**config.mk**
```make
export PLATFORM = sky130hd
export DESIGN_NAME = sact_ram
export DESIGN_NICKNAME = d
export VERILOG_FILES = /design/src/hw/rtl/sact_ram.sv
export SDC_FILE = /design/constraint.sdc
export NUM_CORES = 1
export LEC_CHECK = 0
export ABC_AREA = 0
export ABC_CLOCK_PERIOD_IN_PS = 2500
export BUFFER_PORTS_ARGS = -buffer_cell sky130_fd_sc_hd__buf_2
export CORE_AREA = 2 2 95 97
export CTS_BUF_LIST = sky130_fd_sc_hd__clkbuf_8
export DETAILED_ROUTE_END_ITERATION = 7
export DIE_AREA = 0 0 97 99
export HOLD_SLACK_MARGIN = 0.12
export PLACE_DENSITY = 0.8
export SYNTH_ARGS = -nofsm -noshare
export SYNTH_HDL_FRONTEND = slang
export SYNTH_SLANG_ARGS = --single-unit
```
**constraint.sdc**
```tcl
create_clock -name clock -period 2.5 [get_ports clock]
set_input_delay 0.5 -clock clock [delete_from_list [all_inputs] [get_ports clock]]
set_output_delay 0.5 -clock clock [all_outputs]
set_load 0.01 [all_outputs]
```
**src/hw/rtl/sact_ram.sv**
```systemverilog
// Generic single-port-write, single-port-read RAM with registered read data.
module sact_ram #(
   parameter int WIDTH = 8,
   parameter int DEPTH = 16
) (
   input  logic                                   clock,
   input  logic                                   wr_en,
   input  logic [((DEPTH > 1) ? $clog2(DEPTH) : 1)-1:0] wr_addr,
   input  logic [WIDTH-1:0]                       wr_data,
   input  logic                                   rd_en,
   input  logic [((DEPTH > 1) ? $clog2(DEPTH) : 1)-1:0] rd_addr,
   output logic [WIDTH-1:0]                       rd_data
);

   logic [WIDTH-1:0] mem_ff [DEPTH];
   logic [WIDTH-1:0] rd_data_ff;

   // Write port
   always_ff @(posedge clock) begin
      if (wr_en) begin
         mem_ff[wr_addr] <= wr_data;
      end
   end

   // Read port: hold the last data while no read is issued
   always_ff @(posedge clock) begin
      if (rd_en) begin
         rd_data_ff <= mem_ff[rd_addr];
      end
   end

   assign rd_data = rd_data_ff;

endmodule

```
==> metrics.cfg, run 1 <==
[grt]
grt_pass1_wl_microns = 14700
antenna_found_initial = 0
grt_max_degree = 33
grt_pass1_vias = 2640
grt_usage_pct = 21.4
overflow = 0

[timing]
finClkSkew_ns = 0.00837
hold_viol_final = 0
fin_setup_tns_ns = 0
min_period_over_period_pct = 66.8
worst_pin_slew_ns = 0.685
setup_ws_ns = 0.829
final_max_slew_viol_count = 0
max_slew_margin_pct = 54.3
period_needed_ns = 1.67
setup_violations = 0
fmax_mhz = 598
rsz0062_at_grt = false

[critical_path]
cpMaxStageDelayCell = mux4_1
worstPathArrival_ns = 1.84
cpPeakStageDelay_ns = 0.59
crit_family = multiplexers
critical_path_class = in2reg
crit_path_end_kind = flip-flop
required_ns = 2.67
worstPathCellList = buf_2, buf_12, mux4_1, a22oi_1, nand2_1
start_kind = input port
cp_max_fo = 32
critPathBufInv = 2

[pwr]
swShare_pct = 20.0
powerDensity_mw_per_mm2 = 801
p_int_mw = 3.86
vdd_drop_max_mv = 0.466
leakage_nw = 2.04
switching_power_mw = 0.967
power.share.combinational_pct = 4.8
power.total_mw = 4.83
clock_power_share_pct = 41.7
seqPwrFrac_pct = 53.4

[clocking]
cts.clk_slew.worst_paths_ns = 0.08
cts_num_sinks = 136
htreeDepth = 4
clock_latency_ns = 0.43
post_cts_resized = 0
cts_hold_buf = 0
cts_buffers = 17
cts-root-buf = clkbuf_8
cts_tree = done
post_cts_buffers = 0
cts_buffer_depth = 2

[placement]
portBuffers = 26
dp_slack_ns = 0.359
place.gp.congestion = 0.818
dp.cells = 371
dp_hpwl_microns = 5790

[die]
coreArea_sq_mm = 0.00855
fp.dieW_microns = 97
initial_core_util_pct = 61.1
io-pin-count = 27
fp-row-count = 34
die_h_microns = 99
die-area_sq_mm = 0.00960

[synth]
ys_types = 18
synth-seq-cells = 136
synth_nets = 248
netlist_instances = 229
ys_seq_area_share_pct = 78.1
netlist_area_sq_mm = 0.00523
synth_top_cell_by_area = edfxtp_1
avgSynthCellArea_sq_um = 22.8
synthTopCellsByArea = edfxtp_1 (78%), mux4_2 (7.8%), mux4_1 (7.0%), a22oi_1 (2.3%), nor2_1 (0.93%)
yosysTopAreaCellShare_pct = 78.1
yosysWarnings = 0

[cells_and_area]
layout.nets = 301
area_delta_synth_final_pct = 15.2
fillers = 492
diodes = 0
register_area_sq_mm = 0.00408
final_cell_count_no_fill = 403
multiInputGateArea_sq_mm = 0.00106
drive_gt1_share_pct = 31.9

[drt]
route.detailed.drc = 1
vias = 2492
drtIter0Drc = 225
wl_microns = 9120
first_pass_iters = 7
viasPerCell = 6.18
ant_nets = 0
routedWlPerCell_microns = 22.6

[hold_path]
hold_class = in2reg

[run_status]
violations = design-rule violations
status = complete, but fails checks

[flow_run]
drv_cap = 0

==> routing by layer <==
layer,up-vias,GRT usage [%],wire [microns],part of all wire [%]
li1,1087,-,-,-
met1,1282,29.2,3760,41
met2,110,33.0,4550,50
met3,13,6.03,672,7.4
met4,0,9.64,138,1.5
met5,-,0,0,0
==> synth_stat cells <==
library cell,n
nor3_1,4
nor2_1,13
nand2b_1,2
nand3_1,1
and2b_1,1
nand3b_1,2
nor2b_1,1
buf_6,3
buf_2,3
edfxtp_1,136
a22oi_1,16
mux4_2,18
and2_1,1
nand2_1,9
or3b_2,1
mux4_1,14
clkdlybuf4s25_2,3
buf_4,1
==> power by group through the flow <==
stage	sequential (mW)	clock, mW	combinational, mW
2_1_floorplan	2.63	0	0.130
3_3_place_gp	2.63	0	0.225
3_5_place_dp	2.63	0	0.233
4_1_cts	2.58	2.05	0.236
5_1_grt	2.58	2.16	0.254
6_report	2.58	2.01	0.233
==> area by class of cell <==
| cell class | instances | area share (%) |
|---|---|---|
| clock inverter | 15 | 3.72 |
| tap | 108 | 2.24 |
| timing repair buffer | 44 | 4.82 |
| clock buffer | 17 | 3.88 |
| sequential | 136 | 67.8 |
| multi-input combinational | 83 | 17.5 |
==> path summary, 6_finish.rpt <==
check	cells after the start	slack [ns]	endpoint	from
max reg2reg	3	0.98	rd_data[5]	mem_ff[2][5]
min reg2reg	3	0.75	rd_data[5]	mem_ff[14][5]
min	1	0.44	rd_data[3]	rd_en
max	5	0.83	rd_data[0]	rd_addr[0]
==> stage by stage <==
step	area, sq um	hold WS (ns)	utilization [%]
2_1_floorplan	5230	0.599	-
3_3_place_gp	5570	0.724	65.1
3_5_place_dp	5570	0.738	65.1
4_1_cts	6020	0.418	70.5
5_1_grt	6020	0.416	70.5
6_report	6020	0.443	70.5
==> layout by cell type (no fill, tap or decap) <==
master,n
nor2b_1,1
nand3_1,1
clkinv_4,3
buf_2,26
buf_12,2
mux4_2,18
clkbuf_8,17
nand3b_1,2
and2_1,1
clkinv_2,2
bufinv_16,5
edfxtp_1,136
clkinvlp_4,1
or3b_2,1
buf_4,16
and2b_1,1
inv_6,3
nand2b_1,2
nand2_1,9
a22oi_1,16
mux4_1,14
clkinv_1,1
nor3_1,4
nor2_1,13
==> state kept, by name (all words and copies together) (netlist names) <==
register	count
rd_data	8
mem_ff	128
==> worst reg2reg max path, stage by stage (launching register included) <==
cell and delay (ns):
edfxtp_1 0.39, mux4_1 0.52, a22oi_1 0.28, nand2_1 0.09
==> logic make-up (layout without fill, tap and decap cells) <==
| logic type | after synthesis | in the layout | share of synthesized area, % |
|---|---|---|---|
| DFF | 136 | 136 | 78.1 |
| and+or+nand+nor | 35 | 35 | 3.14 |
| muxes | 32 | 32 | 14.8 |
| AOI/OAI and AO/OA | 16 | 16 | 2.30 |
| buffers and inverters | 10 | 76 | 1.65 |
Note: power is estimated with default switching activity, not from simulation.
==> run 2, diff against run 1 <==
ABC_AREA = 1   (was 0)
ABC_CLOCK_PERIOD_IN_PS = 1360   (was 2500)
CORE_AREA = 2 2 105 107   (was 2 2 95 97)
DIE_AREA = 0 0 107 109   (was 0 0 97 99)
PLACE_DENSITY = 0.76   (was 0.8)
clock period = 1.36 ns   (was 2.5 ns; I/O delays follow)
==> run 2 against run 1 <==
  * The run now ends clean
  * Setup slack got worse by 0.74 ns
  * Final area rose by 9.9%
  * Highest routed layer unchanged
  * Clock skew rose by 0.0025 ns
  * First-iteration DRC count rose by 68%
  * Synthesized area rose by 12%
  * Register-to-register slack got worse by 0.80 ns
  * Synthesized cell count rose by 140%
==> metrics.cfg, run 2 <==
[cells_and_area]
layout_commonest_cell = nand2_1  ; was edfxtp_1
top_register = mem_ff  ; unchanged
largest_reg_flops = 128  ; unchanged
multiInputGateArea_sq_mm = 0.00121  ; was 0.00106 sq mm
fillers = 867  ; was 492
layout_common_cells = nand2_1 (173), edfxtp_1 (136), inv_1 (104)  ; was edfxtp_1 (136), buf_2 (26), mux4_2 (18)
register_area_sq_mm = 0.00408  ; unchanged
diodes = 0  ; unchanged
layout.nets = 623  ; was 301
area_delta_synth_final_pct = 13.2  ; was 15.2%
drive_gt1_share_pct = 13.0  ; was 31.9%
final_util_pct = 62.4  ; was 70.5%

[flow_run]
drv_cap = 0  ; unchanged

[drt]
routedWlPerCell_microns = 16.8  ; was 22.6 microns
met1_length_microns = 5170  ; was 3760 microns
highest_layer = met4  ; unchanged
wl_microns = 12600  ; was 9120 microns
wl_met2_microns = 6030  ; was 4550 microns
vias = 3938  ; was 2492
first_pass_iters = 5  ; was 7
drtIter0Drc = 377  ; was 225
wl_met3_microns = 1120  ; was 672 microns
ant_nets = 0  ; unchanged
route.detailed.drc = 0  ; was 1
viasPerCell = 5.22  ; was 6.18

[synth]
synth-seq-cells = 136  ; unchanged
yosysTopAreaCellShare_pct = 69.8  ; was 78.1%
ys_seq_area_share_pct = 69.8  ; was 78.1%
synth_top_cells_by_count = nand2_1 (173), edfxtp_1 (136), inv_1 (100)  ; was edfxtp_1 (136), mux4_2 (18), a22oi_1 (16)
netlist_area_sq_mm = 0.00585  ; was 0.00523 sq mm
synth_top_cell_by_area = edfxtp_1  ; unchanged
ys.flop_type = edfxtp_1  ; unchanged
synth_edf_count = 136  ; unchanged
synthTopCellsByArea = edfxtp_1 (70%), nand2_1 (11%), nand3_1 (8.3%), inv_1 (6.4%), buf_6 (1.2%)  ; was edfxtp_1 (78%), mux4_2 (7.8%), mux4_1 (7.0%), a22oi_1 (2.3%), nor2_1 (0.93%)
netlist_instances = 551  ; was 229
avgSynthCellArea_sq_um = 10.6  ; was 22.8 sq um
synth_most_common_cell = nand2_1  ; was edfxtp_1
synth_nets = 570  ; was 248
yosysWarnings = 0  ; unchanged
ys_types = 11  ; was 18
synthArstFlopShare_pct = 0  ; unchanged

[die]
fp.dieW_microns = 107  ; was 97 microns
io-pin-count = 27  ; unchanged
die-area_sq_mm = 0.0117  ; was 0.00960 sq mm
die_h_microns = 109  ; was 99 microns
initial_core_util_pct = 55.1  ; was 61.1%
coreArea_sq_mm = 0.0106  ; was 0.00855 sq mm
fp-row-count = 38  ; was 34

[critical_path]
start_kind = flip-flop  ; was input port
cp_max_fo = 1  ; was 32
critical_path_class = reg2out  ; was in2reg
crit_family = flip-flops  ; was multiplexers
crit_path_end_kind = output pin  ; was flip-flop
worstPathArrival_ns = 1.00  ; was 1.84 ns
cpPeakStageDelay_ns = 0.41  ; was 0.59 ns
cpMaxStageDelayCell = edfxtp_1  ; was mux4_1
worstPathCellList = buf_2  ; was buf_2, buf_12, mux4_1, a22oi_1, nand2_1
critPathBufInv = 1  ; was 2
required_ns = 1.09  ; was 2.67 ns

[placement]
portBuffers = 26  ; unchanged
place.gp.congestion = 0.896  ; was 0.818
dp_hpwl_microns = 8110  ; was 5790 microns

[pwr]
vdd_drop_max_mv = 0.618  ; was 0.466 mV
leakage_nw = 2.90  ; was 2.04 nW
powerDensity_mw_per_mm2 = 1220  ; was 801 mW/mm^2
power.total_mw = 8.06  ; was 4.83 mW

[timing]
max_slew_margin_pct = 59.3  ; was 54.3%
period_needed_ns = 1.27
hold_viol_final = 0  ; unchanged
finClkSkew_ns = 0.0109  ; was 0.00837 ns
worst_pin_slew_ns = 0.610  ; was 0.685 ns
rsz0062_at_grt = false  ; unchanged
setup_violations = 0  ; unchanged
final_max_slew_viol_count = 0  ; unchanged
fmax_mhz = 788
min_period_over_period_pct = 93.3

[grt]
antenna_found_initial = 0  ; unchanged
grt_pass1_vias = 3770  ; was 2640
grt_usage_pct = 23.7  ; was 21.4%
grt_pass1_wl_microns = 20000  ; was 14700 microns
grt_max_degree = 37  ; was 33
overflow = 0  ; unchanged

[clocking]
cts_buffers = 17  ; unchanged
cts_buffer_depth = 2  ; unchanged
post_cts_buffers = 0  ; unchanged
htreeDepth = 4  ; unchanged
cts_tree = done  ; unchanged
cts_hold_buf = 0  ; unchanged
cts-root-buf = clkbuf_8  ; unchanged
cts_num_sinks = 136  ; unchanged
clock_latency_ns = 0.42  ; was 0.43 ns
cts.clk_slew.worst_paths_ns = 0.07  ; was 0.08 ns
post_cts_resized = 0  ; unchanged

[hold_path]
hold_class = in2reg  ; unchanged

[run_status]
status = finished clean  ; was complete, but fails checks

[run 2: cell count changes in the layout (fill, tap and decap cells not counted), sizes merged, moves of 14 or more]
cell	change
mux4	-32
nand2	+164
inv	+103
buf	+14
nand3	+96
a22oi	-16
[run 2: power by group]
part / switching, mW / internal [mW]
Combinational: 0.421 / 0.207
Sequential: 0.0233 / 4.72
Clock: 1.34 / 1.34
[run 2: worst paths after layout]
check	start	to	slack, ns	cells after the start
worst max-delay path	rd_data[6]	rd_data[6]	0.09	1
worst max register to register	mem_ff[4][3]	rd_data[3]	0.18	6
worst min register to register	mem_ff[10][0]	rd_data[0]	0.74	6
worst min-delay path	rd_en	rd_data[2]	0.21	1
[run 2: area by class of cell]
cell class              instances  area share [%]
clock buffers                  17            3.53
clock inverters                12            1.11
inverters                     102            5.78
multi-input cells             289            18.3
flip-flops and latches        136            61.7
well taps                     140            2.65
repair buffers                 58            6.92
[run 2: metrics by stage]
step / cells / hold slack (ns) / worst slack (ns) / TNS [ns] / area [sq um]
finish: 754 / 0.207 / 0.0908 / 0 / 6620
global route: 754 / 0.190 / 0.0569 / 0 / 6620
CTS: 754 / 0.187 / 0.0725 / 0 / 6620
detailed placement: 725 / 0.634 / -0.187 / -0.944 / 6310
global placement: 725 / 0.632 / -0.146 / -0.808 / 6310
floorplan: 551 / 0.371 / 0.137 / 0 / 5850
[run 2: cell families after synthesis]
group	count (synthesis)	share of synthesized area (%)
and+or+nand+nor	289	20.8
DFF	136	69.8
buffers and inverters	126	9.39
[run 2: worst reg2reg max path: stages, from the launching register on]
cell      delay, ns
edfxtp_1       0.38
inv_1          0.06
nand2_1        0.05
nand3_1        0.08
nand3_1        0.13
nand3_1        0.16
nand2_1        0.08
[run 2: routing by layer]
metal | track usage (%) | vias up
met5 | 0 | -
met4 | 9.55 | 0
li1 | - | 1883
met1 | 33.4 | 1844
met3 | 3.95 | 24
met2 | 37.3 | 187
