[src/hw/rtl/sact_pkg.sv]
// Shared types, constants and codes for the set-associative cache tag controller.
package sact_pkg;

   // Geometry: sets are a power of two, set by their index width
   localparam int SET_BITS    = 6;
   localparam int SETS        = 1 << SET_BITS;
   localparam int SET_W       = (SET_BITS > 0) ? SET_BITS : 1;
   localparam int WAYS        = 8;
   localparam int WAY_W       = (WAYS > 1) ? $clog2(WAYS) : 1;
   localparam int WCNT_W      = (WAYS > 1) ? $clog2(WAYS + 1) : 1;

   // Access fields
   localparam int ADDR_W      = 48;
   localparam int BLOCK_SHIFT = 6;
   localparam int TAG_W       = ADDR_W - BLOCK_SHIFT;
   localparam int RANK_W      = 3;
   localparam int CNT_W       = 32;
   localparam logic [RANK_W-1:0] RANK_MAX = 3'd7;
   localparam logic [RANK_W:0]   RANK_ALL = 4'd8;

   // Register file
   localparam int CSR_IDX_W   = 2;
   localparam int CSR_DATA_W  = 4;
   localparam logic [CSR_IDX_W-1:0] CSR_POLICY   = 2'd0;
   localparam logic [CSR_IDX_W-1:0] CSR_WBACK    = 2'd1;
   localparam logic [CSR_IDX_W-1:0] CSR_WAYS     = 2'd2;
   localparam logic [CSR_IDX_W-1:0] CSR_SET_BITS = 2'd3;

   // Field codes
   localparam logic POLICY_LRU   = 1'b0;
   localparam logic POLICY_FIFO  = 1'b1;
   localparam logic ACTION_READ  = 1'b0;
   localparam logic ACTION_WRITE = 1'b1;

   // One way of a set
   typedef struct packed {
      logic [TAG_W-1:0]  tag;
      logic              valid;
      logic              dirty;
      logic [RANK_W-1:0] rank;
   } way_type;

   // One row of the set store: all ways plus the round-robin pointer
   typedef struct packed {
      way_type [WAYS-1:0] ways;
      logic [WAY_W-1:0]   fifo_ptr;
   } row_type;

   localparam int ROW_W = $bits(row_type);

   // Outcome of one access
   typedef struct packed {
      logic hit;
      logic mem_write;
   } outcome_type;

endpackage

[src/hw/rtl/sact_set_update.sv]
// Lookup, victim choice and row update for one set read from the store.
module sact_set_update (
   input  sact_pkg::row_type                 row_in,
   input  logic                              is_write,
   input  logic [sact_pkg::TAG_W-1:0]        block,
   input  logic                              write_back,
   input  logic                              policy,
   input  logic [sact_pkg::WCNT_W-1:0]       nways,
   output sact_pkg::row_type                 row_out,
   output sact_pkg::outcome_type             outcome
);

   logic [sact_pkg::WAYS-1:0]    active;
   logic                         hit;
   logic [sact_pkg::WAY_W-1:0]   hit_way;
   logic                         found_inv;
   logic [sact_pkg::WAY_W-1:0]   inv_way;
   logic [sact_pkg::RANK_W-1:0]  best;
   logic [sact_pkg::WAY_W-1:0]   oldest_way;
   logic [sact_pkg::WAY_W-1:0]   fifo_way;
   logic [sact_pkg::WAY_W-1:0]   victim;
   logic [sact_pkg::WAY_W-1:0]   touched;
   logic [sact_pkg::RANK_W:0]    limit;
   sact_pkg::row_type            row;

   always_comb begin
      // Mark the ways in use
      for (int i = 0; i < sact_pkg::WAYS; i++) begin
         active[i] = (i < int'(nways));
      end

      // Find the lowest matching way, and the lowest invalid way
      hit       = 1'b0;
      hit_way   = '0;
      found_inv = 1'b0;
      inv_way   = '0;
      for (int i = sact_pkg::WAYS - 1; i >= 0; i--) begin
         if (active[i] && row_in.ways[i].valid && (row_in.ways[i].tag == block)) begin
            hit     = 1'b1;
            hit_way = sact_pkg::WAY_W'(i);
         end
         if (active[i] && !row_in.ways[i].valid) begin
            found_inv = 1'b1;
            inv_way   = sact_pkg::WAY_W'(i);
         end
      end

      // Oldest way: highest rank, lowest index on ties
      best       = '0;
      oldest_way = '0;
      for (int i = 0; i < sact_pkg::WAYS; i++) begin
         if (active[i] && (row_in.ways[i].rank > best)) begin
            best       = row_in.ways[i].rank;
            oldest_way = sact_pkg::WAY_W'(i);
         end
      end

      // Round-robin way; a stale pointer beyond the ways in use acts as way zero
      fifo_way = (int'(row_in.fifo_ptr) < int'(nways)) ? row_in.fifo_ptr : '0;

      if (policy == sact_pkg::POLICY_FIFO) begin
         victim = fifo_way;
      end else begin
         victim = found_inv ? inv_way : oldest_way;
      end

      touched = hit ? hit_way : victim;
      limit   = hit ? {1'b0, row_in.ways[hit_way].rank} : sact_pkg::RANK_ALL;

      // Age the other valid ways below the limit, then make the touched way newest
      row = row_in;
      for (int i = 0; i < sact_pkg::WAYS; i++) begin
         if (active[i] && (i != int'(touched)) && row_in.ways[i].valid &&
             ({1'b0, row_in.ways[i].rank} < limit) &&
             (row_in.ways[i].rank != sact_pkg::RANK_MAX)) begin
            row.ways[i].rank = row_in.ways[i].rank + 1'b1;
         end
      end
      row.ways[touched].rank = '0;

      if (hit) begin
         if (is_write && write_back) begin
            row.ways[touched].dirty = 1'b1;
         end
      end else begin
         row.ways[touched].tag   = block;
         row.ways[touched].valid = 1'b1;
         row.ways[touched].dirty = write_back && is_write;
         if (policy == sact_pkg::POLICY_FIFO) begin
            row.fifo_ptr = ((int'(fifo_way) + 1) < int'(nways)) ?
                           sact_pkg::WAY_W'(int'(fifo_way) + 1) : '0;
         end
      end

      row_out           = row;
      outcome.hit       = hit;
      outcome.mem_write = (is_write && !write_back) ||
                          (!hit && write_back && row_in.ways[victim].valid &&
                           row_in.ways[victim].dirty);
   end

endmodule

[config.mk]
export PLATFORM = sky130hd
export DESIGN_NAME = sact_set_update
export DESIGN_NICKNAME = d
export VERILOG_FILES = /design/src/hw/rtl/sact_pkg.sv /design/src/hw/rtl/sact_set_update.sv
export SDC_FILE = /design/constraint.sdc
export NUM_CORES = 1
export LEC_CHECK = 0
export BUFFER_PORTS_ARGS = -buffer_cell sky130_fd_sc_hd__buf_2
export CORE_AREA = 2 2 313 315
export DETAILED_ROUTE_END_ITERATION = 8
export DIE_AREA = 0 0 315 317
export PLACE_DENSITY_LB_ADDON = 0.12
export SKIP_LAST_GASP = 1
export SLEW_MARGIN = 20
export SYNTH_ARGS = -nofsm -noshare
export SYNTH_HDL_FRONTEND = slang
export SYNTH_SLANG_ARGS = --single-unit
[constraint.sdc]
create_clock -name vclk -period 15.6
set_input_delay 2.34 -clock vclk [all_inputs]
set_output_delay 2.34 -clock vclk [all_outputs]
set_load 0.02 [all_outputs]
==> PnR_summary.wiki, run 1 <==
{| class="wikitable"
! Metric !! Value
|-
| Result of the run || finished with violations
|-
| Failing checks || setup timing
|-
| Max_slew headroom || 29.3%
|-
| PnR worst setup slack || -0.149 ns
|-
| Final worst-path cycle share || 101%
|-
| Die width || 315 um
|-
| Synth Cell Area || 12400 sq um
|-
| Aggregate negative setup slack || -11.39 ns
|-
| Area overhead of the layout relative to synthesis || 68.6%
|-
| Total congestion overflow after global routing || 0
|-
| Final wirelength || 128 mm
|-
| Synthesis warning total || 0
|-
| 1st-pass router iterations || 6
|-
| Worst slack at placement || -0.717 ns
|-
| Total routing resource utilization after global routing || 23.9%
|-
| Antenna violations before repair || 46
|-
| Post-DRT Antenna Nets || 0
|-
| Most common library cells after synthesis || sky130_fd_sc_hd__mux2_2, sky130_fd_sc_hd__xnor2_1, sky130_fd_sc_hd__nand4_1
|-
| Placed cell areas || 18900 sq um
|-
| Gate Count Post-Synth || 1595
|-
| Unrepaired setup endpoints after global routing || yes
|-
| Finish-stage setup viols || 205
|-
| Total Die Area || 99900 sq um
|-
| Max-slew violation count || 0
|-
| Mean routed wirelength per cell || 34.0 um
|-
| Most used standard cell by instance count after synthesis || sky130_fd_sc_hd__mux2_2
|-
| Slowest cell delay on critical path || 0.62 ns
|-
| Post-Layout Inst Area || 21000 sq um
|-
| Endpoints failing hold || 0
|-
| Clock buffer instance count of the final layout || 0
|-
| Critical path's slowest cell || sky130_fd_sc_hd__or4_4
|-
| Ratio of cells with drive above 1 in the final layout || 58.8%
|-
| Transition at the pin with the smallest max-transition slack || 1.05 ns
|-
| Filler cell count || 11000
|-
| Synth area leaders || sky130_fd_sc_hd__mux2_2, sky130_fd_sc_hd__xnor2_1, sky130_fd_sc_hd__nand4_1, sky130_fd_sc_hd__ha_1, sky130_fd_sc_hd__mux2_4
|-
| HP Class || in2out
|-
| Height of the chip || 317 um
|-
| Layout Nets || 2948
|-
| Worst Hold Path Cells || 3
|-
| Synthesized area divided by synthesized cell count || 7.81 sq um
|-
| Nets in the synthesized netlist || 2075
|-
| Crit-path max FO || 5
|-
| Shortest clock period the worst path allows after layout || 15.75 ns
|-
| Startpoint type of the worst setup path || input pin
|-
| Detailed-placement wirelength estimate || 105 mm
|-
| Finished Core Util || 21.8%
|-
| Arr. time, crit path || 13.41 ns
|-
| Critical path capture point type || primary output
|-
| Share of the yosys chip area belonging to registers || 0%
|-
| Initial standard-cell utilization of the core || 12.9%
|-
| Maximum clock rate || 0.0635 GHz
|-
| Number of sequential cells in the layout || 0
|-
| # Max-Cap Violations || 0
|-
| Cell type with the highest occurrence count on the critical path || sky130_fd_sc_hd__ha_4
|-
| Cell type contributing the most total cell area after synthesis || sky130_fd_sc_hd__mux2_2
|-
| Kind of critical path || in2out
|-
| Required time of the worst setup path || 13.26 ns
|-
| IO Port Bufs || 809
|-
| Placement row count || 114
|-
| Synth unique cells || 78
|-
| Global-route wire length before repair || 162 mm
|-
| Core area || 96300 sq um
|-
| Top Ports || 809
|-
| Largest net degree at the start of global routing || 34
|-
| Area of the multi-input gates || 12500 sq um
|-
| Number of remaining DRC errors || 0
|-
| Area fraction of the dominant cell type after synthesis || 27.7%
|-
| Iteration-0 DRC Markers || 1156
|-
| Flip-flop and latch area || 0 sq um
|-
| Weighted congestion at the end of routability-driven global placement || 0.939
|-
| DR vias/cell || 4.69
|-
| Via count of the first global-routing pass || 18000
|-
| Vias after detailed routing || 17700
|}
[worst paths after layout]
path,start,endpoint,slack [ns]
worst min-delay path,write_back,outcome[0],5.01
worst max-delay path,nways[1],row_out[228],-0.15
[kinds of logic after synthesis]
group | synth area share, %
buffers and inverters | 5.84
multiplexers | 32.7
AO/OA/AOI/OAI | 12.5
XOR/XNOR | 23.0
adder cells (fa/ha/maj) | 5.31
AND/OR/NAND/NOR | 20.7
[metal layers]
layer	global-route usage (%)	vias up	share of wire [%]
met5	0	-	0.16
met4	11.0	30	5.8
met3	5.05	262	6.4
met2	42.2	912	48
met1	27.6	8791	40
li1	-	7686	-
[critical path: cells and delay by family]
kind,cells,cell delay (ns)
compound gates,21,3.81
simple gates,17,2.83
fa+ha+maj,8,1.89
mux,5,1.62
buf+inv,7,0.91
[cells in the final DEF (no fill, tap or decap), types with 14 or more instances in the layout]
cell and instances:
sky130_fd_sc_hd__mux2_4 63, sky130_fd_sc_hd__nand2b_1 32, sky130_fd_sc_hd__nand4_1 119, sky130_fd_sc_hd__xor2_1 29, sky130_fd_sc_hd__mux2_2 281, sky130_fd_sc_hd__buf_12 22, sky130_fd_sc_hd__nor4_1 38, sky130_fd_sc_hd__nand3_1 34
sky130_fd_sc_hd__inv_1 38, sky130_fd_sc_hd__a21oi_1 38, sky130_fd_sc_hd__a22oi_1 17, sky130_fd_sc_hd__buf_4 144, sky130_fd_sc_hd__nor2_1 55, sky130_fd_sc_hd__nand2_1 57, sky130_fd_sc_hd__xnor2_1 298, sky130_fd_sc_hd__ha_1 43
sky130_fd_sc_hd__nor3_1 34, sky130_fd_sc_hd__buf_6 99, sky130_fd_sc_hd__o21ai_0 34, sky130_fd_sc_hd__a21oi_2 14, sky130_fd_sc_hd__a31oi_1 23, sky130_fd_sc_hd__buf_2 720, sky130_fd_sc_hd__diode_2 30
[metrics by stage]
stage               hold slack [ns]  std cells
global placement               5.00       3680
floorplan                      4.82       1595
finish                         5.01       3772
detailed placement             5.00       3680
global route                   5.01       3749
CTS                            5.00       3723
[area by class of cell]
type | count | share of cell area [%]
Antenna cell | 30 | 0.358
Inverter | 41 | 0.733
Multi-Input combinational cell | 1422 | 59.4
Tap cell | 1276 | 7.61
Timing Repair Buffer | 1003 | 31.9
[timing repair]
item	CTS	global route
buffers inserted	36	17
setup endpoints to repair	377	377
hold buffers	0	0
endpoints found under the hold margin	0	0
gates cloned	7	10
gates resized for setup	102	220
pin swaps	23	21
==> run 2: changes to the inputs <==
--- a/config.mk
+++ b/config.mk
@@ -6,10 +6,13 @@
 export NUM_CORES = 1
 export LEC_CHECK = 0
 export BUFFER_PORTS_ARGS = -buffer_cell sky130_fd_sc_hd__buf_2
-export CORE_AREA = 2 2 313 315
+export CELL_PAD_IN_SITES_DETAIL_PLACEMENT = 1
+export CELL_PAD_IN_SITES_GLOBAL_PLACEMENT = 2
+export CORE_AREA = 2 2 312 314
 export DETAILED_ROUTE_END_ITERATION = 8
-export DIE_AREA = 0 0 315 317
+export DIE_AREA = 0 0 314 316
 export PLACE_DENSITY_LB_ADDON = 0.12
+export SETUP_SLACK_MARGIN = 0.3
 export SKIP_LAST_GASP = 1
 export SLEW_MARGIN = 20
 export SYNTH_ARGS = -nofsm -noshare
==> PnR_summary.wiki, run 2 (synthesized netlist as in run 1, its figures left out) <==
{| class="wikitable"
! Metric !! Value
|-
| Result of the run || finished with violations
|-
| Failing checks || setup timing
|-
| Number of remaining DRC errors || 0 (unchanged)
|-
| Commonest non-fill, non-tap cells in the layout || sky130_fd_sc_hd__buf_2, sky130_fd_sc_hd__xnor2_1, sky130_fd_sc_hd__mux2_2
|-
| Arr. time, crit path || 13.53 ns (+0.12 ns)
|-
| IO Port Bufs || 809 (unchanged)
|-
| Ratio of cells with drive above 1 in the final layout || 58.0% (-0.82 points)
|-
| Total Die Area || 99200 sq um (-0.63%)
|-
| Finish-stage setup viols || 276 (+35%)
|-
| 1st-pass router iterations || 5 (-1)
|-
| Slowest cell delay on critical path || 0.62 ns (about the same)
|-
| Max_slew headroom || 32.8% (+3.5 points)
|-
| Shortest clock period the worst path allows after layout || 15.87 ns (+0.124 ns)
|-
| Startpoint of the worst hold path || write_back
|-
| Iteration-0 DRC Markers || 982 (-15%)
|-
| Flip-flop and latch area || 0 sq um (unchanged)
|-
| Final worst-path cycle share || 102% (+0.79 points)
|-
| Worst slack at placement || -0.427 ns (+0.290 ns)
|-
| Core area || 96000 sq um (-0.30%)
|-
| Via count of the first global-routing pass || 18800 (+4.3%)
|-
| Transition at the pin with the smallest max-transition slack || 1.01 ns (-0.0453 ns)
|-
| Detailed-placement wirelength estimate || 107 mm (+1.6%)
|-
| PnR worst setup slack || -0.272 ns (-0.124 ns)
|-
| Cell type with the highest occurrence count on the critical path || sky130_fd_sc_hd__buf_4
|-
| Filler cell count || 11500 (+4.9%)
|-
| Mean routed wirelength per cell || 34.9 um (+2.7%)
|-
| Kind of critical path || in2out
|-
| Post-DRT Antenna Nets || 0 (unchanged)
|-
| Weighted congestion at the end of routability-driven global placement || 0.866 (-7.8%)
|-
| Unrepaired setup endpoints after global routing || yes
|-
| Placement row count || 114 (unchanged)
|-
| Max-slew violation count || 0 (unchanged)
|-
| Critical path capture point type || primary output
|-
| Antenna violations before repair || 50 (+8.7%)
|-
| Aggregate negative setup slack || -28.96 ns (-17.57 ns)
|-
| Total routing resource utilization after global routing || 25.0% (+1.1 points)
|-
| Critical path's slowest cell || sky130_fd_sc_hd__or4_4
|-
| Number of sequential cells in the layout || 0 (unchanged)
|-
| Top Ports || 809 (unchanged)
|-
| Area overhead of the layout relative to synthesis || 68.1%
|-
| HP Class || in2out
|-
| Clock buffer instance count of the final layout || 0 (unchanged)
|-
| Total congestion overflow after global routing || 0 (unchanged)
|-
| Largest net degree at the start of global routing || 45 (+32%)
|-
| Maximum clock rate || 0.0630 GHz (-0.78%)
|-
| Initial standard-cell utilization of the core || 13.0% (+0.038 points)
|-
| Layout Nets || 2943 (-0.17%)
|-
| Crit-path max FO || 6 (+1)
|-
| Vias after detailed routing || 17300 (-2.2%)
|-
| Startpoint type of the worst setup path || input pin
|-
| # Max-Cap Violations || 0 (unchanged)
|-
| Endpoints failing hold || 0 (unchanged)
|-
| Global-route wire length before repair || 168 mm (+3.8%)
|-
| Most common library cell in the layout ignoring fill and taps || sky130_fd_sc_hd__buf_2
|-
| Final wirelength || 132 mm (+2.6%)
|-
| Die width || 314 um (-0.32%)
|-
| Required time of the worst setup path || 13.26 ns (about the same)
|-
| Worst Hold Path Cells || 3 (unchanged)
|-
| DR vias/cell || 4.59 (-2.1%)
|-
| Height of the chip || 316 um (-0.32%)
|-
| Destination of the worst hold path || outcome[0]
|}
run 2: cell count changes in the layout (fill, tap and decap cells not counted), sizes merged:
cell / before / now
bufbuf: 0 / 5
diode: 30 / 32
clkbuf: 8 / 4
buf: 995 / 989
run 2: how the worst max path moves through the flow:
stage | start | endpoint | slack, ns | cells past startpoint
CTS | nways[0] | row_out[204] | -0.13 | 55
global route | nways[3] | row_out[215] | -0.65 | 57
floorplan | nways[0] | row_out[197] | 0.12 | 57
detailed placement | nways[2] | row_out[96] | -0.43 | 55
global placement | nways[2] | row_out[96] | -0.33 | 55
finish | nways[3] | row_out[215] | -0.27 | 63
run 2: routing by layer:
metal / track usage [%] / share of wire (%) / wire length (um) / vias to the layer above
li1: - / - / - / 7679
met1: 29.4 / 40 / 52100 / 8646
met2: 44.7 / 50 / 65700 / 754
met3: 4.97 / 6.5 / 8550 / 193
met4: 8.86 / 3.8 / 5010 / 28
met5: 0.473 / 0.14 / 188 / -
run 2: per-stage QoR:
step | util (%) | cell area, sq um | instances | hold WS [ns]
4_1_cts | 21.4 | 20500 | 3718 | 5.01
2_1_floorplan | - | 12700 | 1595 | 4.82
5_1_grt | 21.8 | 20900 | 3750 | 5.05
3_3_place_gp | 19.5 | 18700 | 3652 | 5.02
6_report | 21.8 | 20900 | 3769 | 5.01
3_5_place_dp | 19.5 | 18700 | 3652 | 5.01
run 2: area by class of cell:
type	instances	area (sq um)	share of cell area, %
inverter	41	154	0.735
timing repair buffer	998	6790	32.4
multi-input combinational	1422	12300	58.8
antenna	32	80.1	0.383
tap	1276	1600	7.63
run 2: critical path: cells and delay by family:
family / cells / cell delay (ns)
compound gates: 20 / 3.49
fa+ha+maj: 6 / 1.42
buf+inv: 19 / 2.37
mux: 4 / 1.28
simple gates: 14 / 2.58
run 2: timing repair:
action,in CTS,in global routing
hold buffers,0,0
buffers inserted,48,15
endpoints found under the setup margin,377,377
resized for setup,232,26
pin swaps,42,18
cloned,18,4
==> run 3: changes to the inputs <==
--- a/config.mk
+++ b/config.mk
@@ -5,12 +5,12 @@
 export SDC_FILE = /design/constraint.sdc
 export NUM_CORES = 1
 export LEC_CHECK = 0
-export BUFFER_PORTS_ARGS = -buffer_cell sky130_fd_sc_hd__buf_2
 export CELL_PAD_IN_SITES_DETAIL_PLACEMENT = 1
 export CELL_PAD_IN_SITES_GLOBAL_PLACEMENT = 2
-export CORE_AREA = 2 2 312 314
+export CORE_AREA = 2 2 316 318
 export DETAILED_ROUTE_END_ITERATION = 8
-export DIE_AREA = 0 0 314 316
+export DIE_AREA = 0 0 318 320
+export DONT_BUFFER_PORTS = 1
 export PLACE_DENSITY_LB_ADDON = 0.12
 export SETUP_SLACK_MARGIN = 0.3
 export SKIP_LAST_GASP = 1
==> PnR_summary.wiki, run 3 (synthesized netlist as in run 1, its figures left out) <==
{| class="wikitable"
! Metric !! Value
|-
| Result of the run || finished with violations
|-
| Failing checks || setup timing
|-
| Total congestion overflow after global routing || 0 (unchanged)
|-
| Die width || 318 um (+1.3%)
|-
| Layout Nets || 2134 (-27%)
|-
| Met3 layer usage reported by global route || 6.10% (+1.1 points)
|-
| Global-route wire length before repair || 155 mm (-7.5%)
|-
| Final worst-path cycle share || 101% (-1.1 points)
|-
| Global-route layer with the greatest usage || met2
|-
| Ratio of cells with drive above 1 in the final layout || 37.5% (-20 points)
|-
| Total Die Area || 102000 sq um (+2.6%)
|-
| Vias after detailed routing || 14500 (-16%)
|-
| Mean routed wirelength per cell || 41.5 um (+19%)
|-
| Number of remaining DRC errors || 0 (unchanged)
|-
| HP Class || in2out
|-
| Worst Hold Margin || 4.81 ns (-0.195 ns)
|-
| Shortest clock period the worst path allows after layout || 15.70 ns (-0.174 ns)
|-
| Critical path capture point type || primary output
|-
| Final wirelength || 122 mm (-7.0%)
|-
| Via count of the first global-routing pass || 15700 (-16%)
|-
| Initial standard-cell utilization of the core || 12.7% (-0.26 points)
|-
| Finish-stage setup viols || 88 (-68%)
|-
| Area overhead of the layout relative to synthesis || 34.1%
|-
| Most common library cell in the layout ignoring fill and taps || sky130_fd_sc_hd__xnor2_1
|-
| Flip-flop and latch area || 0 sq um (unchanged)
|-
| Cell type with the highest occurrence count on the critical path || sky130_fd_sc_hd__buf_4
|-
| Placement row count || 115 (+0.88%)
|-
| Required time of the worst setup path || 13.26 ns (about the same)
|-
| IO Port Bufs || 0 (-100%)
|-
| Transition at the pin with the smallest max-transition slack || 1.22 ns (+0.215 ns)
|-
| Top Ports || 809 (unchanged)
|-
| Kind of critical path || in2out
|-
| Clock buffer instance count of the final layout || 0 (unchanged)
|-
| Unrepaired setup endpoints after global routing || yes
|-
| Critical path's slowest cell || sky130_fd_sc_hd__or4_4
|-
| Total routing resource utilization after global routing || 22.6% (-2.4 points)
|-
| Height of the chip || 320 um (+1.3%)
|-
| GR met2 Demand/Resource || 39.6% (-5.1 points)
|-
| Weighted congestion at the end of routability-driven global placement || 0.863 (-0.35%)
|-
| PnR worst setup slack || -0.0982 ns (+0.174 ns)
|-
| Core area || 98000 sq um (+2.1%)
|-
| Max_slew headroom || 17.9% (-15 points)
|-
| Antenna violations before repair || 18 (-64%)
|-
| DR vias/cell || 4.92 (+7.1%)
|-
| Crit-path max FO || 12 (+6)
|-
| 1st-pass router iterations || 5 (unchanged)
|-
| Largest net degree at the start of global routing || 41 (-8.9%)
|-
| Max-slew violation count || 0 (unchanged)
|-
| Number of placed instances with taps included || 2859 (-22%)
|-
| Buf/Inv on CP || 17 (-2)
|-
| Iteration-0 DRC Markers || 879 (-10%)
|-
| Detailed-placement wirelength estimate || 97.6 mm (-8.8%)
|-
| # Max-Cap Violations || 0 (unchanged)
|-
| Post-DRT Antenna Nets || 0 (unchanged)
|-
| Commonest non-fill, non-tap cells in the layout || sky130_fd_sc_hd__xnor2_1, sky130_fd_sc_hd__mux2_2, sky130_fd_sc_hd__mux2_4
|-
| Startpoint type of the worst setup path || input pin
|-
| Endpoints failing hold || 0 (unchanged)
|-
| Fraction of met1 tracks used by global routing || 26.8% (-2.6 points)
|-
| Hold_buf cts || 0 (unchanged)
|-
| Slowest cell delay on critical path || 0.59 ns (-0.03 ns)
|-
| Number of sequential cells in the layout || 0 (unchanged)
|-
| Arr. time, crit path || 13.36 ns (-0.17 ns)
|-
| Maximum clock rate || 0.0637 GHz (+1.1%)
|-
| Final non-filler cell total || 2948 (-22%)
|-
| Kind of cell adding the most delay to the critical path || compound AO/OA/AOI/OAI gates
|}
## run 3: cell type report
| type | instances | area (sq um) |
|---|---|---|
| inverter | 41 | 154 |
| tap | 1287 | 1610 |
| multi-input combinational | 1422 | 12600 |
| timing repair buffer | 189 | 2270 |
| fill | 11500 | 81300 |
| antenna | 9 | 22.5 |
## run 3: path summary, 6_finish.rpt
path	startpoint	endpoint	slack, ns	depth (start not counted)
min	row_in[336]	row_out[336]	4.81	1
max	nways[2]	row_out[221]	-0.1	59
## run 3: metrics by stage
stage	utilization [%]	instance area [sq um]	setup WS (ns)	setup TNS [ns]
6_report	17.0	16700	-0.0982	-6.35
3_3_place_gp	15.1	14800	0.00692	0
3_5_place_dp	15.1	14800	-0.116	-12.02
4_1_cts	16.5	16200	-0.0119	-0.260
2_1_floorplan	-	12700	0.118	0
5_1_grt	17.0	16700	-0.543	-160.20
## run 3: timing repair
item                       4_1_cts  5_1_grt
cloned                          17        7
gates resized for setup        133       57
setup endpoints to repair      377      377
pin swaps                       40       21
buffers inserted                43       13
## run 3: metal layers
metal  vias up  wire length (um)
met5         -                27
met4         4              4070
met3       152              8880
met2       755             59300
met1      7580             50100
li1       6000                 -
